===== src/rtl/s7scan_pkg.sv =====
// Shared types, codes and the segment table of the seven-segment scan controller.
`timescale 1ns / 1ps

package s7scan_pkg;

    localparam int SEGMENT_COUNT = 8;
    localparam int CODE_W        = 5;
    localparam int DIGIT_W       = 3;
    localparam int NUMBER_W      = 33;
    localparam int VALUE_W       = 32;
    localparam int CFG_ADDR_W    = 1;
    localparam int CFG_DATA_W    = 4;

    // Request kinds carried on the input tuser.
    localparam logic [1:0] REQ_TICK     = 2'd0;
    localparam logic [1:0] REQ_UNSIGNED = 2'd1;
    localparam logic [1:0] REQ_SIGNED   = 2'd2;
    localparam logic [1:0] REQ_CHAR     = 2'd3;

    // Configuration register indexes.
    localparam logic [CFG_ADDR_W-1:0] REG_DIGIT_COUNT  = 1'b0;
    localparam logic [CFG_ADDR_W-1:0] REG_DOT_POSITION = 1'b1;

    localparam logic [CODE_W-1:0] CODE_MINUS = 5'd16;
    localparam logic [CODE_W-1:0] CODE_BLANK = 5'd17;

    localparam logic [SEGMENT_COUNT-1:0] DOT_BIT = 8'h80;

    // One write into the character store.
    typedef struct packed {
        logic               en;
        logic [DIGIT_W-1:0] idx;
        logic [CODE_W-1:0]  code;
    } store_wr_t;

    // Segment pattern of a character code; unused codes light nothing.
    function automatic logic [SEGMENT_COUNT-1:0] seg_pattern(input logic [CODE_W-1:0] code);
        logic [SEGMENT_COUNT-1:0] pat;
        begin
            case (code)
                5'd0:    pat = 8'h3f;
                5'd1:    pat = 8'h06;
                5'd2:    pat = 8'h5b;
                5'd3:    pat = 8'h4f;
                5'd4:    pat = 8'h66;
                5'd5:    pat = 8'h6d;
                5'd6:    pat = 8'h7d;
                5'd7:    pat = 8'h07;
                5'd8:    pat = 8'h7f;
                5'd9:    pat = 8'h6f;
                5'd10:   pat = 8'h77;
                5'd11:   pat = 8'h7c;
                5'd12:   pat = 8'h39;
                5'd13:   pat = 8'h5e;
                5'd14:   pat = 8'h79;
                5'd15:   pat = 8'h71;
                5'd16:   pat = 8'h40;
                5'd17:   pat = 8'h00;
                5'd18:   pat = 8'h01;
                5'd19:   pat = 8'h02;
                5'd20:   pat = 8'h04;
                5'd21:   pat = 8'h08;
                5'd22:   pat = 8'h10;
                5'd23:   pat = 8'h20;
                5'd24:   pat = 8'h40;
                5'd25:   pat = 8'h80;
                default: pat = 8'h00;
            endcase
            return pat;
        end
    endfunction

endpackage


===== src/rtl/s7scan_char_store.sv =====
// Character store with reset to blank, one write port and the segment lookup of the scanned digit.
`timescale 1ns / 1ps

module s7scan_char_store #(
    parameter int MAX_DIGITS = 8,
    parameter int PTR_W      = 3
) (
    input  logic                                   clk,
    input  logic                                   rst_n,
    input  s7scan_pkg::store_wr_t                  wr,
    input  logic [PTR_W-1:0]                       rd_ptr,
    input  logic [s7scan_pkg::CFG_DATA_W-1:0]      dot_digit,
    output logic [s7scan_pkg::SEGMENT_COUNT-1:0]   segments
);
    import s7scan_pkg::*;

    logic [CODE_W-1:0] mem_reg [MAX_DIGITS];
    logic [CODE_W-1:0] rd_code;
    logic              dot_hit;

    // Writes to digits past the end of the store fall through the loop unmatched.
    always_ff @(posedge clk or negedge rst_n)
    begin
        if (!rst_n)
        begin
            for (int e = 0; e < MAX_DIGITS; e++)
            begin
                mem_reg[e] <= CODE_BLANK;
            end
        end
        else
        begin
            for (int e = 0; e < MAX_DIGITS; e++)
            begin
                if (wr.en && (int'(wr.idx) == e))
                begin
                    mem_reg[e] <= wr.code;
                end
            end
        end
    end

    always_comb
    begin
        rd_code = CODE_BLANK;
        for (int e = 0; e < MAX_DIGITS; e++)
        begin
            if (int'(rd_ptr) == e)
            begin
                rd_code = mem_reg[e];
            end
        end
    end

    // A negative dot position never matches a digit.
    assign dot_hit  = !dot_digit[CFG_DATA_W-1] &&
                      (int'(dot_digit[CFG_DATA_W-2:0]) == int'(rd_ptr));
    assign segments = seg_pattern(rd_code) | (dot_hit ? DOT_BIT : '0);

endmodule


===== config.mk =====
export PLATFORM = sky130hd
export DESIGN_NAME = s7scan_char_store
export DESIGN_NICKNAME = d
export VERILOG_FILES = /design/src/rtl/s7scan_pkg.sv /design/src/rtl/s7scan_char_store.sv
export SDC_FILE = /design/constraint.sdc
export NUM_CORES = 1
export LEC_CHECK = 0
export BUFFER_PORTS_ARGS = -buffer_cell sky130_fd_sc_hd__buf_2
export CORE_MARGIN = 5
export CORE_UTILIZATION = 33
export CTS_CLUSTER_SIZE = 24
export DETAILED_ROUTE_END_ITERATION = 7
export HOLD_SLACK_MARGIN = 0.02
export MAX_ROUTING_LAYER = met4
export SYNTH_ARGS = -nofsm -noshare
export SYNTH_HDL_FRONTEND = slang
export SYNTH_SLANG_ARGS = --single-unit

===== constraint.sdc =====
create_clock -name clk -period 2.68 [get_ports clk]
set_clock_uncertainty 0.1 [all_clocks]
set_input_delay 0.134 -clock clk [delete_from_list [all_inputs] [get_ports clk]]
set_output_delay 0.134 -clock clk [all_outputs]
set_load 0.05 [all_outputs]

==> flow_summary.toml <==
[global_routing]
grt_pass1_vias = 1627
antenna_found_initial = 0
grt_max_degree = 41
grt-ovfl-total = 0
grtUsageTotal = 0.124
grt_pass1_wl_microns = 8340

[sta]
setup_violations = 0
max_freq_mhz = 377
final.min_clock_period_ns = 2.65
drv_slew = 0
hold_viol = 0
worst_slew_pin_slew_ns = 0.852
rsz0062_at_grt = "true"
worst_slack_ns = 0.0278
fin_crit_sh = 0.990
max_slew_margin = 0.432

[routing]
drtPass1Iterations = 4
vias = 1608
initialDrtViolationCount = 62
ant_nets = 0
viasPerCell = 5.04
routed_wirelength_microns = 5130
drt-wirelength-per-cell_microns = 16.1
drc = 0

[synth]
yosys.cell_types.count = 43
synth.avg_cell_area_sq_um = 12.9
syn_area_sq_um = 2400
synth_edf_count = 0
synthArstFlopShare = 1.00
yosysWarningCount = 0
ys_ff_latch = 40
syn_inst = 186
yosysSeqAreaShare = 0.426
synthesis.nets = 211
ys.flop_type = "dfrtp_1"

[place]
gp_congestion = 0.832
place_ws_ns = 0.0601
dp_hpwl_microns = 3740
portBuffers = 25

[setup_path]
r2r_start = "mem_reg[23]"
cp-startpoint = "mem_reg[6]"
crit_path_max_fanout = 5
cp_data_required_time_ns = 2.45
end_kind = "output port"
startpoint_type = "register"
crit_type = "register to output port"
cp.arrival_ns = 2.42

[finish]
utilization = 0.394
n_fill_cell = 693
nNetsFinal = 244
regArea_sq_um = 1020
multi_input_area_sq_um = 1330
largest_register_ffs = 40
n_antenna_cell = 0
area_growth_pct = 17.8
layout-drive-gt1-share = 0.573

[pwr]
pwr-share-comb = 0.459
p_clk_frac = 0.176
power-per-cell-area_nw_per_um2 = 816
p_leak_nw = 1.18
vdd_ir_drop_max_uv = 347
p_sw_frac = 0.373
p_int_mw = 1.45
power_frac_seq = 0.365
switching_power_mw = 0.860

[min_path]
min_from = "wr[4]"
min_path_type = "input port to register"

[cts]
cts_max_level = 2
cts_buffers = 5
clock_sinks = 40
cts_tree = "yes"
cts_buffer_depth = 2
clk_pin_slew_worst_paths_ns = 0.07
clk_latency_ns = 0.29
root_buffer = "clkbuf_8"
cts_setup_buffers = 0

[job]
max-cap-violations = 0

[floorplanning]
fp.dieW_microns = 95.3
start_util = 0.334
rows = 31
pin_count = 26
die_y_microns = 95.3
die_area_sq_um = 9070
fp.coreArea_sq_um = 7180

[run_status]
run_status = "finished, final reports clean"
-- logic make-up (layout without fill, tap and decap cells) --
logic type               after synthesis  count (layout)  synth area share
adder cells (fa/ha/maj)                7               7            0.0365
buffers and inverters                 14              48            0.0417
AND/OR/NAND/NOR                       32              32            0.0782
flip-flops                            40              40             0.426
multiplexers                          61              61             0.317
XOR/XNOR                               4               4            0.0146
AO/OA/AOI/OAI                         28              28            0.0861
-- synthesized netlist by cell type (all sizes together) (4+ instances only) --
| library cell | count | share of area |
|---|---|---|
| o21ai | 4 | 0.0099 |
| mux2 | 47 | 0.22 |
| inv | 5 | 0.0078 |
| mux4 | 7 | 0.066 |
| nor2 | 4 | 0.0063 |
| nand2 | 4 | 0.0063 |
| buf | 9 | 0.034 |
| nand4b | 4 | 0.015 |
| dfstp | 16 | 0.18 |
| dfrtp | 24 | 0.25 |
| mux2i | 7 | 0.029 |
| xor2 | 4 | 0.015 |
| nor3 | 4 | 0.0083 |
| a21oi | 7 | 0.015 |
| ha | 7 | 0.037 |
-- metrics by stage --
stage | setup TNS [ns] | hold slack (ns) | instances | power (mW) | instance area (sq um)
4_1_cts | -0.00146 | 0.0801 | 319 | 2.25 | 2780
3_5_place_dp | 0 | 0.199 | 310 | 1.80 | 2660
2_1_floorplan | 0 | -0.262 | 186 | 1.61 | 2420
6_report | 0 | 0.0824 | 319 | 2.31 | 2830
3_3_place_gp | 0 | 0.192 | 310 | 1.79 | 2660
5_1_grt | -0.180 | 0.0848 | 319 | 2.44 | 2830
-- final cells by class --
| type | instances | share of cell area |
|---|---|---|
| Sequential cell | 40 | 0.361 |
| Clock buffer | 6 | 0.0292 |
| Timing Repair Buffer | 35 | 0.0837 |
| Multi-Input combinational cell | 132 | 0.471 |
| Clock inverter | 2 | 0.00354 |
| Inverter | 5 | 0.00753 |
| Tap cell | 99 | 0.0438 |
-- power groups by stage --
stage | clock, mW | sequential, mW | combinational, mW
after floorplan | 0 | 0.826 | 0.786
after global placement | 0 | 0.850 | 0.943
after detailed placement | 0 | 0.854 | 0.950
after CTS | 0.420 | 0.843 | 0.988
after global routing | 0.441 | 0.859 | 1.14
final | 0.407 | 0.842 | 1.06
-- worst paths after layout --
path                          endpoint  slack [ns]  depth (start not counted)
setup / recovery           segments[1]        0.03                          8
hold / removal             mem_reg[14]        0.08                          2
setup reg to reg           mem_reg[23]        1.78                          1
hold reg to reg            mem_reg[36]        0.41                          1
max in group asynchronous  mem_reg[11]        1.56                          2
min in group asynchronous  mem_reg[28]        0.39                          2
-- layer usage --
layer  vias to the layer above  part of all wire  track usage
li1                        771                 -            -
met1                       800              0.47        0.169
met2                        33              0.48        0.191
met3                         4             0.039       0.0237
met4                         0            0.0072       0.0288
met5                         -                 0            -
-- timing repair --
action / CTS / global route
endpoints found under the hold margin: 24 / 0
resized for setup: 9 / 18
pin swaps: 0 / 1
hold buffers: 1 / 0
setup endpoints to repair: 8 / 6
-- placed cells by master, fill, tap and decap left out, types with 2 or more instances in the layout --
cell type  Yosys  final
mux2_2        45     44
dfrtp_1       24     24
buf_2          2     19
dfstp_2       16     16
buf_4          3     10
mux4_2         7      7
mux2i_1        7      6
clkbuf_8       0      6
a21oi_1        7      5
buf_6          3      5
inv_1          5      4
nor2_1         4      4
nand4b_1       4      4
nand2_1        4      4
xor2_1         4      4
nor3_1         4      4
ha_1           7      4
mux2_4         1      3
nand3b_1       3      3
o21bai_1       3      3
ha_2           0      3
nor2b_1        2      2
nand3_1        3      2
nand2b_1       2      2
o21ai_0        2      2
o22ai_4        1      2
a21oi_2        0      2
a31oi_1        3      2
nand4_1        2      2
nor3b_1        2      2
clkinv_2       0      2
-- worst max-delay path: stages (launching register included) --
cell and delay, ns:
dfrtp_1 0.40, mux4_2 0.46, mux2_4 0.31, inv_4 0.08, ha_2 0.17, nand2_1 0.05, mux2_4 0.29, o22ai_4 0.18
buf_6 0.18
(Power assumes the default switching activity.)
